## config.mk

```make
export PLATFORM = sky130hd
export DESIGN_NAME = text_console_cursor_control_core
export DESIGN_NICKNAME = d
export VERILOG_FILES = /design/src/sv/tccc_pkg.sv /design/src/sv/tccc_step.sv /design/src/sv/tccc_result_queue.sv /design/src/sv/text_console_cursor_control_core.sv
export SDC_FILE = /design/constraint.sdc
export NUM_CORES = 1
export LEC_CHECK = 0
export ABC_AREA = 1
export ABC_CLOCK_PERIOD_IN_PS = 9000
export BUFFER_PORTS_ARGS = -buffer_cell sky130_fd_sc_hd__buf_2
export CORE_ASPECT_RATIO = 1.1
export CORE_MARGIN = 5
export CORE_UTILIZATION = 23
export DETAILED_ROUTE_END_ITERATION = 10
export GPL_TIMING_DRIVEN = 0
export HOLD_SLACK_MARGIN = 0.02
export PLACE_DENSITY_LB_ADDON = 0.3
export SLEW_MARGIN = 10
export SYNTH_ARGS = -nofsm -noshare
export SYNTH_HDL_FRONTEND = slang
export SYNTH_HIERARCHICAL = 1
export SYNTH_SLANG_ARGS = --single-unit
```

## constraint.sdc

```tcl
create_clock -name i_clk -period 9 [get_ports i_clk]
set_clock_uncertainty 0.15 [all_clocks]
set_input_delay 0.45 -clock i_clk [delete_from_list [all_inputs] [get_ports i_clk]]
set_output_delay 0.45 -clock i_clk [all_outputs]
set_load 0.05 [all_outputs]
```

## src/sv/tccc_pkg.sv

```systemverilog
// shared types, codes and helpers for the text console cursor control block
`default_nettype none

package tccc_pkg;

    // result actions
    localparam logic [1:0] ACT_DRAW        = 2'd0;
    localparam logic [1:0] ACT_SCROLL_UP   = 2'd1;
    localparam logic [1:0] ACT_SCROLL_DOWN = 2'd2;
    localparam logic [1:0] ACT_CLEAR       = 2'd3;

    // character codes with a meaning of their own
    localparam logic [7:0] CH_BS    = 8'd8;
    localparam logic [7:0] CH_TAB   = 8'd9;
    localparam logic [7:0] CH_LF    = 8'd10;
    localparam logic [7:0] CH_VT    = 8'd11;
    localparam logic [7:0] CH_FF    = 8'd12;
    localparam logic [7:0] CH_CR    = 8'd13;
    localparam logic [7:0] CH_SPACE = 8'd32;
    localparam logic [7:0] CH_TILDE = 8'd126;
    localparam logic [7:0] CH_DEL   = 8'd127;
    localparam logic [7:0] CH_NBSP  = 8'd160;
    localparam logic [7:0] CH_MAX   = 8'hFF;

    // configuration register indexes
    localparam int CFG_IDX_W = 2;
    localparam logic [CFG_IDX_W-1:0] CFG_ENABLE  = 2'd0;
    localparam logic [CFG_IDX_W-1:0] CFG_COLUMNS = 2'd1;
    localparam logic [CFG_IDX_W-1:0] CFG_ROWS    = 2'd2;
    localparam int CFG_DATA_W = 9;

    localparam logic [8:0] GRID_MIN           = 9'd1;
    localparam logic [8:0] GRID_MAX           = 9'd256;
    localparam logic [8:0] GRID_COLUMNS_RESET = 9'd80;
    localparam logic [8:0] GRID_ROWS_RESET    = 9'd25;

    // result queue geometry
    localparam int QUEUE_DEPTH = 4;
    localparam int PTR_W       = $clog2(QUEUE_DEPTH);
    localparam int CNT_W       = $clog2(QUEUE_DEPTH + 1);

    typedef struct packed {
        logic [1:0] action;
        logic [7:0] glyph_code;
        logic [7:0] draw_row;
        logic [7:0] draw_col;
        logic [7:0] cursor_row_after;
        logic [7:0] cursor_col_after;
        logic       last;
    } t_result;

    // up to two results written into the queue together
    typedef struct packed {
        logic [1:0] count;
        t_result    res0;
        t_result    res1;
    } t_push;

    function automatic logic [8:0] grid_size(input logic [8:0] v);
        logic [8:0] s;
        if (v < GRID_MIN) begin
            s = GRID_MIN;
        end else if (v > GRID_MAX) begin
            s = GRID_MAX;
        end else begin
            s = v;
        end
        return s;
    endfunction

endpackage

`default_nettype wire

```

## src/sv/tccc_step.sv

```systemverilog
// cursor step logic: decodes one character against the cursor and grid size
`default_nettype none

module tccc_step
    import tccc_pkg::*;
(
    input  wire logic [7:0] i_char_code,
    input  wire logic [7:0] i_cursor_row,
    input  wire logic [7:0] i_cursor_col,
    input  wire logic [8:0] i_grid_columns,
    input  wire logic [8:0] i_grid_rows,
    output t_push           o_push,
    output logic [7:0]      o_cursor_row,
    output logic [7:0]      o_cursor_col
);

    logic [8:0] w_cols_m1;
    logic [8:0] w_rows_m1;
    logic [7:0] w_last_col;
    logic [7:0] w_last_row;
    logic [7:0] w_row;
    logic [7:0] w_col;
    logic [7:0] w_col_dec;
    logic [7:0] w_col_inc;
    logic       w_col_wrap;

    assign w_cols_m1  = grid_size(i_grid_columns) - 9'd1;
    assign w_rows_m1  = grid_size(i_grid_rows) - 9'd1;
    assign w_last_col = w_cols_m1[7:0];
    assign w_last_row = w_rows_m1[7:0];

    // clamp a stale position into the current grid first
    assign w_row = (i_cursor_row > w_last_row) ? w_last_row : i_cursor_row;
    assign w_col = (i_cursor_col > w_last_col) ? w_last_col : i_cursor_col;

    assign w_col_dec  = (w_col == 8'd0) ? w_last_col : w_col - 8'd1;
    assign w_col_wrap = (w_col == w_last_col);
    assign w_col_inc  = w_col_wrap ? 8'd0 : w_col + 8'd1;

    always_comb begin
        t_result    r0;
        t_result    r1;
        logic [1:0] cnt;
        logic [7:0] nrow;
        logic [7:0] ncol;

        r0   = '0;
        r1   = '0;
        cnt  = 2'd0;
        nrow = w_row;
        ncol = w_col;

        unique case (i_char_code) inside
            CH_BS: begin
                ncol = w_col_dec;
                if (w_col == 8'd0) begin
                    if (w_row == 8'd0) begin
                        r0.action = ACT_SCROLL_DOWN;
                        cnt       = 2'd1;
                    end else begin
                        nrow = w_row - 8'd1;
                    end
                end
            end
            CH_DEL: begin
                ncol = w_col_dec;
                if (w_col == 8'd0 && w_row == 8'd0) begin
                    // wrap above the top: scroll first, then blank the cell
                    r0.action     = ACT_SCROLL_DOWN;
                    r1.action     = ACT_DRAW;
                    r1.glyph_code = CH_SPACE;
                    r1.draw_row   = 8'd0;
                    r1.draw_col   = w_col_dec;
                    cnt           = 2'd2;
                end else begin
                    if (w_col == 8'd0) begin
                        nrow = w_row - 8'd1;
                    end
                    r0.action     = ACT_DRAW;
                    r0.glyph_code = CH_SPACE;
                    r0.draw_row   = nrow;
                    r0.draw_col   = w_col_dec;
                    cnt           = 2'd1;
                end
            end
            CH_TAB: begin
                ncol = w_col_inc;
                if (w_col_wrap) begin
                    if (w_row == w_last_row) begin
                        r0.action = ACT_SCROLL_UP;
                        cnt       = 2'd1;
                    end else begin
                        nrow = w_row + 8'd1;
                    end
                end
            end
            CH_LF: begin
                if (w_row == w_last_row) begin
                    r0.action = ACT_SCROLL_UP;
                    cnt       = 2'd1;
                end else begin
                    nrow = w_row + 8'd1;
                end
            end
            CH_VT: begin
                if (w_row == 8'd0) begin
                    r0.action = ACT_SCROLL_DOWN;
                    cnt       = 2'd1;
                end else begin
                    nrow = w_row - 8'd1;
                end
            end
            CH_FF: begin
                r0.action = ACT_CLEAR;
                cnt       = 2'd1;
                nrow      = 8'd0;
                ncol      = 8'd0;
            end
            CH_CR: begin
                ncol = 8'd0;
            end
            [CH_SPACE:CH_TILDE], [CH_NBSP:CH_MAX]: begin
                r0.action     = ACT_DRAW;
                r0.glyph_code = i_char_code;
                r0.draw_row   = w_row;
                r0.draw_col   = w_col;
                cnt           = 2'd1;
                ncol          = w_col_inc;
                if (w_col_wrap) begin
                    if (w_row == w_last_row) begin
                        r1.action = ACT_SCROLL_UP;
                        cnt       = 2'd2;
                    end else begin
                        nrow = w_row + 8'd1;
                    end
                end
            end
            default: begin
                // other codes only store the clamped position
            end
        endcase

        r0.cursor_row_after = nrow;
        r0.cursor_col_after = ncol;
        r0.last             = (cnt == 2'd1);
        r1.cursor_row_after = nrow;
        r1.cursor_col_after = ncol;
        r1.last             = 1'b1;

        o_push.count = cnt;
        o_push.res0  = r0;
        o_push.res1  = r1;
        o_cursor_row = nrow;
        o_cursor_col = ncol;
    end

endmodule

`default_nettype wire

```

## src/sv/tccc_result_queue.sv

```systemverilog
// result queue: takes up to two results a cycle, hands out one a cycle unless stalled
`default_nettype none

module tccc_result_queue
    import tccc_pkg::*;
(
    input  wire logic i_clk,
    input  wire logic i_rst_n,
    input  wire t_push i_push,
    output logic      o_room,
    output logic      o_valid,
    input  wire logic i_stall,
    output t_result   o_result
);

    t_result          r_mem [QUEUE_DEPTH];
    logic [PTR_W-1:0] r_wr_ptr;
    logic [PTR_W-1:0] r_rd_ptr;
    logic [CNT_W-1:0] r_count;
    logic [PTR_W-1:0] w_wr_ptr1;
    logic             w_pop;
    logic [CNT_W-1:0] n_count;

    assign w_wr_ptr1 = r_wr_ptr + PTR_W'(1);
    assign w_pop     = o_valid && !i_stall;
    assign n_count   = r_count + CNT_W'(i_push.count) - CNT_W'(w_pop);

    // room for a full pair of results
    assign o_room   = (r_count <= CNT_W'(QUEUE_DEPTH - 2));
    assign o_valid  = (r_count != '0);
    assign o_result = r_mem[r_rd_ptr];

    always_ff @(posedge i_clk) begin
        if (i_push.count != 2'd0) begin
            r_mem[r_wr_ptr] <= i_push.res0;
        end
        if (i_push.count == 2'd2) begin
            r_mem[w_wr_ptr1] <= i_push.res1;
        end
    end

    always_ff @(posedge i_clk) begin
        if (!i_rst_n) begin
            r_wr_ptr <= '0;
            r_rd_ptr <= '0;
            r_count  <= '0;
        end else begin
            r_wr_ptr <= r_wr_ptr + PTR_W'(i_push.count);
            if (w_pop) begin
                r_rd_ptr <= r_rd_ptr + PTR_W'(1);
            end
            r_count <= n_count;
        end
    end

endmodule

`default_nettype wire

```

## src/sv/text_console_cursor_control_core.sv

```systemverilog
// top level of the text console cursor control block
`default_nettype none

// One character request is taken per clock while o_in_stall is low. It is
// held in an input register, decoded against the cursor and the grid size,
// and its zero, one or two results go into a four-entry result queue that
// hands out one result per clock while i_out_stall is low; the first result
// of a request passes through the input register and then the result queue.
// A request that produces two results needs the output port for both, so
// the output port of the result queue sets the sustained rate: one request
// per clock for single-result traffic, fewer when requests yield two
// results. Configuration writes are accepted at once and should only be
// made while the block is idle. The block needs no clearing pass after reset.

module text_console_cursor_control_core
    import tccc_pkg::*;
(
    input  wire logic                  i_clk,
    input  wire logic                  i_rst_n,
    input  wire logic                  i_cfg_valid,
    output logic                       o_cfg_ready,
    input  wire logic [CFG_IDX_W-1:0]  i_cfg_index,
    input  wire logic [CFG_DATA_W-1:0] i_cfg_data,
    input  wire logic                  i_in_valid,
    output logic                       o_in_stall,
    input  wire logic [7:0]            i_in_char_code,
    output logic                       o_out_valid,
    input  wire logic                  i_out_stall,
    output logic [1:0]                 o_action,
    output logic [7:0]                 o_glyph_code,
    output logic [7:0]                 o_draw_row,
    output logic [7:0]                 o_draw_col,
    output logic [7:0]                 o_cursor_row_after,
    output logic [7:0]                 o_cursor_col_after,
    output logic                       o_last
);

    logic       r_enabled;
    logic [8:0] r_grid_columns;
    logic [8:0] r_grid_rows;
    logic [7:0] r_cursor_row;
    logic [7:0] r_cursor_col;
    logic       r_in_valid;
    logic [7:0] r_in_char;

    t_push      w_step_push;
    t_push      w_push;
    logic [7:0] w_next_row;
    logic [7:0] w_next_col;
    logic       w_room;
    logic       w_advance;
    t_result    w_result;

    assign o_cfg_ready = 1'b1;

    always_ff @(posedge i_clk) begin
        if (!i_rst_n) begin
            r_enabled      <= 1'b0;
            r_grid_columns <= GRID_COLUMNS_RESET;
            r_grid_rows    <= GRID_ROWS_RESET;
        end else if (i_cfg_valid && o_cfg_ready) begin
            unique case (i_cfg_index)
                CFG_ENABLE:  r_enabled      <= i_cfg_data[0];
                CFG_COLUMNS: r_grid_columns <= i_cfg_data;
                CFG_ROWS:    r_grid_rows    <= i_cfg_data;
                default: begin
                    // unused index, write dropped
                end
            endcase
        end
    end

    // input register moves on whenever the queue can take a full pair
    assign w_advance  = r_in_valid && w_room;
    assign o_in_stall = r_in_valid && !w_room;

    always_ff @(posedge i_clk) begin
        if (!i_rst_n) begin
            r_in_valid <= 1'b0;
        end else if (!o_in_stall) begin
            r_in_valid <= i_in_valid;
        end
    end

    always_ff @(posedge i_clk) begin
        if (!o_in_stall) begin
            r_in_char <= i_in_char_code;
        end
    end

    tccc_step u_step (
        .i_char_code    (r_in_char),
        .i_cursor_row   (r_cursor_row),
        .i_cursor_col   (r_cursor_col),
        .i_grid_columns (r_grid_columns),
        .i_grid_rows    (r_grid_rows),
        .o_push         (w_step_push),
        .o_cursor_row   (w_next_row),
        .o_cursor_col   (w_next_col)
    );

    // a disabled console swallows the request without trace
    always_comb begin
        w_push = w_step_push;
        if (!(w_advance && r_enabled)) begin
            w_push.count = 2'd0;
        end
    end

    always_ff @(posedge i_clk) begin
        if (!i_rst_n) begin
            r_cursor_row <= 8'd0;
            r_cursor_col <= 8'd0;
        end else if (w_advance && r_enabled) begin
            r_cursor_row <= w_next_row;
            r_cursor_col <= w_next_col;
        end
    end

    tccc_result_queue u_queue (
        .i_clk    (i_clk),
        .i_rst_n  (i_rst_n),
        .i_push   (w_push),
        .o_room   (w_room),
        .o_valid  (o_out_valid),
        .i_stall  (i_out_stall),
        .o_result (w_result)
    );

    assign o_action           = w_result.action;
    assign o_glyph_code       = w_result.glyph_code;
    assign o_draw_row         = w_result.draw_row;
    assign o_draw_col         = w_result.draw_col;
    assign o_cursor_row_after = w_result.cursor_row_after;
    assign o_cursor_col_after = w_result.cursor_col_after;
    assign o_last             = w_result.last;

endmodule

`default_nettype wire

```

==> results.py <==
metrics = {
    "sta": {
        "setup_violations": 0,
        "hold_violations": 0,
        "relSlewSlack": 0.343,
        "tightest_slew_ns": 0.978,
        "fin_crit_ns": 7.52,
        "rsz0062_at_grt": "no",
        "layout_worst_path_cycle_share": 0.835,
        "slew_viol_final": 0,
        "fin_ws_ns": 1.48,
        "timing.fmax_mhz": 133,
    },
    "critical_path": {
        "r2r_cells": 39,
        "path_common_cell": "nand2_1",
        "worst_ep_required_time_ns": 8.93,
        "critPathMaxFanout": 43,
        "startpoint_type": "flop",
        "setup.worst_path.class": "flop to flop",
        "cp.depth": 39,
        "path_delay_family": "simple AND/OR/NAND/NOR gates",
        "cp_data_arrival_time_ns": 7.45,
        "max_stage_delay_ns": 0.65,
        "cp-end-kind": "flop",
        "crit_buf_inv": 11,
        "cp_slowest_cell": "nand2_4",
    },
    "logic_synthesis": {
        "async_flop_share": 0,
        "synth_common_cells": "416 x nand2_1, 227 x nor2_1, 219 x o21ai_0",
        "synth.avg_cell_area_um2": 7.84,
        "synth_top_area_share": 0.386,
        "ys_ff_latch": 225,
        "ys_seq_area_frac": 0.451,
        "synth_area_um2": 14000,
        "synth.area.top_cells": "edfxtp_1 39%, nand2_1 11%, o21ai_0 7.8%, dfxtp_1 6.4%, nor2_1 6.1%",
        "synth_enable_flop_cells": 180,
        "syn_inst": 1786,
        "yosysMostFrequentCell": "nand2_1",
        "ys_types": 54,
        "synth_ff_type": "edfxtp_1",
        "yosys.area.top_type": "edfxtp_1",
        "yosysWarnings": 6,
    },
    "run_status": {
        "status": "completed",
    },
    "clock_tree": {
        "cts_sinks": 225,
        "cts_root_buffer": "clkbuf_16",
        "clock_path_buffers": 3,
        "cts_tree": "built",
        "cts_buffers": 27,
        "clk_pin_slew_ns": 0.06,
        "h-tree-depth": 1,
        "cts_resized": 0,
        "clock_latency_ns": 0.54,
    },
    "run": {
        "max_cap_viol_count": 0,
    },
    "route": {
        "detail-route-antenna-nets": 0,
        "drt_pass1_iterations": 5,
        "totalWireLength_um": 46200,
        "vias": 12454,
        "vias_per_cell": 4.53,
        "routedWlPerCell_um": 16.8,
        "drtIter0Drc": 781,
        "drcViolationCount": 0,
    },
    "place": {
        "gp_congestion": 0.931,
        "port_buffers": 67,
        "pre_cts_ws_ns": 1.48,
        "dp_hpwl_um": 34000,
        "dp_cells": 2687,
    },
    "global_routing": {
        "antenna_found_initial": 0,
        "gr-usage-all-layers": 0.136,
        "grt_pass1_vias": 12150,
        "grt-ovfl-total": 0,
        "grt_max_degree": 44,
        "grt_pass1_wl_um": 70800,
    },
    "floorplan": {
        "fp.dieH_um": 269,
        "dieArea_um2": 65900,
        "coreArea_um2": 60100,
        "rows": 94,
        "io-pin-count": 70,
        "dieWidth_um": 245,
        "start_util": 0.233,
    },
    "pwr": {
        "p_leak_nw": 6.73,
        "power_density_nw_per_um2": 213,
        "vdd.ir_drop.worst_mv": 0.119,
    },
    "final_layout": {
        "areaGrowthSynthToFinish_pct": 17.8,
        "fin_cells": 2748,
        "layout-drive-gt1-share": 0.145,
        "insertedDiodeCount": 0,
        "fin_nets": 1962,
    },
    "worst_hold_path": {
        "min_path_cells": 3,
        "min_path_type": "input pin to flop",
    },
}
==> layout make-up <==
cell class | instances | area [um2]
buffer | 131 | 885
clock inverter | 13 | 143
sequential | 225 | 6310
fill | 6511 | 43600
inverter | 197 | 739
timing repair buffer | 85 | 531
tap | 816 | 1020
multi-input combinational | 1248 | 6160
clock buffer | 33 | 698
==> tightest hold or removal path, cell delays in order <==
cell	delay, ns
buf_2	0.09
nand4_1	0.08
nand3_1	0.09
==> placed cells by master (no fill, tap or decap), types with 4 or more instances in the layout <==
cell,n
nand2_2,19
inv_1,188
nand3_1,48
nor2_2,8
inv_2,9
o211ai_1,9
clkbuf_16,27
nor3_1,12
o21ai_2,15
conb_1,18
clkbuf_1,42
o21ai_1,73
o32ai_1,4
nor2_1,227
nor4_1,5
o21ai_0,219
nand2_1,413
clkinv_2,5
dlygate4sd3_1,15
o221ai_1,6
dfxtp_1,45
xor2_1,12
ha_1,22
nand4_1,22
o22ai_1,46
buf_4,51
a21oi_1,24
nand2_4,5
edfxtp_1,180
nand3b_1,4
buf_6,22
buf_2,87
==> sequential cells by signal (all words and copies together) (netlist names), named ones only <==
register	flops
r_cursor_col	8
r_cursor_row	8
r_enabled	1
r_grid_columns	9
r_grid_rows	9
r_in_char	8
r_in_valid	1
u_queue/r_count	3
u_queue/r_mem	172
u_queue/r_rd_ptr	2
u_queue/r_wr_ptr	2
==> report_power, final <==
group | total, mW | switching, mW | internal (mW)
registers | 1.19 | 0.0250 | 1.16
logic | 1.26 | 0.931 | 0.330
clock network | 1.06 | 0.424 | 0.633
==> per-stage QoR <==
stage / power [mW] / instance area [um2] / hold slack, ns / setup TNS (ns) / util
global placement: 2.46 / 15400 / 0.316 / -141.65 / 0.256
global route: 3.70 / 16500 / 0.0589 / 0 / 0.274
finish: 3.51 / 16500 / 0.0569 / 0 / 0.274
CTS: 3.55 / 16500 / 0.0298 / 0 / 0.274
floorplan: 2.10 / 14100 / 0.294 / 0 / -
detailed placement: 2.47 / 15500 / 0.334 / 0 / 0.258
==> repair_timing <==
item	in CTS	in global routing
setup buffers	0	0
endpoints found under the hold margin	18	0
hold buffers	15	0
==> worst paths after layout <==
path                                                      from                        endpoint  slack [ns]
worst min register to register  r_grid_columns[6]$_SDFFE_PN1P_  r_grid_columns[6]$_SDFFE_PN1P_        0.34
worst max-delay path            r_grid_columns[2]$_SDFFE_PN0P_  u_queue/r_mem[0][22]$_DFFE_PP_        1.48
worst min-delay path                             i_cfg_data[4]  r_grid_columns[4]$_SDFFE_PN1P_        0.06
worst max register to register  r_grid_columns[2]$_SDFFE_PN0P_  u_queue/r_mem[0][22]$_DFFE_PP_        1.48
==> kinds of logic after synthesis <==
logic type | Yosys count | share of synthesized area
AOI/OAI and AO/OA | 408 | 0.162
other | 3 | 0.000804
and+or+nand+nor | 783 | 0.238
adders and majority gates | 23 | 0.0211
buffers and inverters | 328 | 0.116
xor gates and xnor gates | 16 | 0.0116
DFF | 225 | 0.451
==> routing by layer <==
metal	vias to the layer above	GRT usage	wire, um
met1	5864	0.169	19700
met2	362	0.246	23000
met5	-	0	0
met4	0	0.0417	1210
met3	83	0.0177	2300
li1	6145	-	-
(Power assumes the default switching activity.)
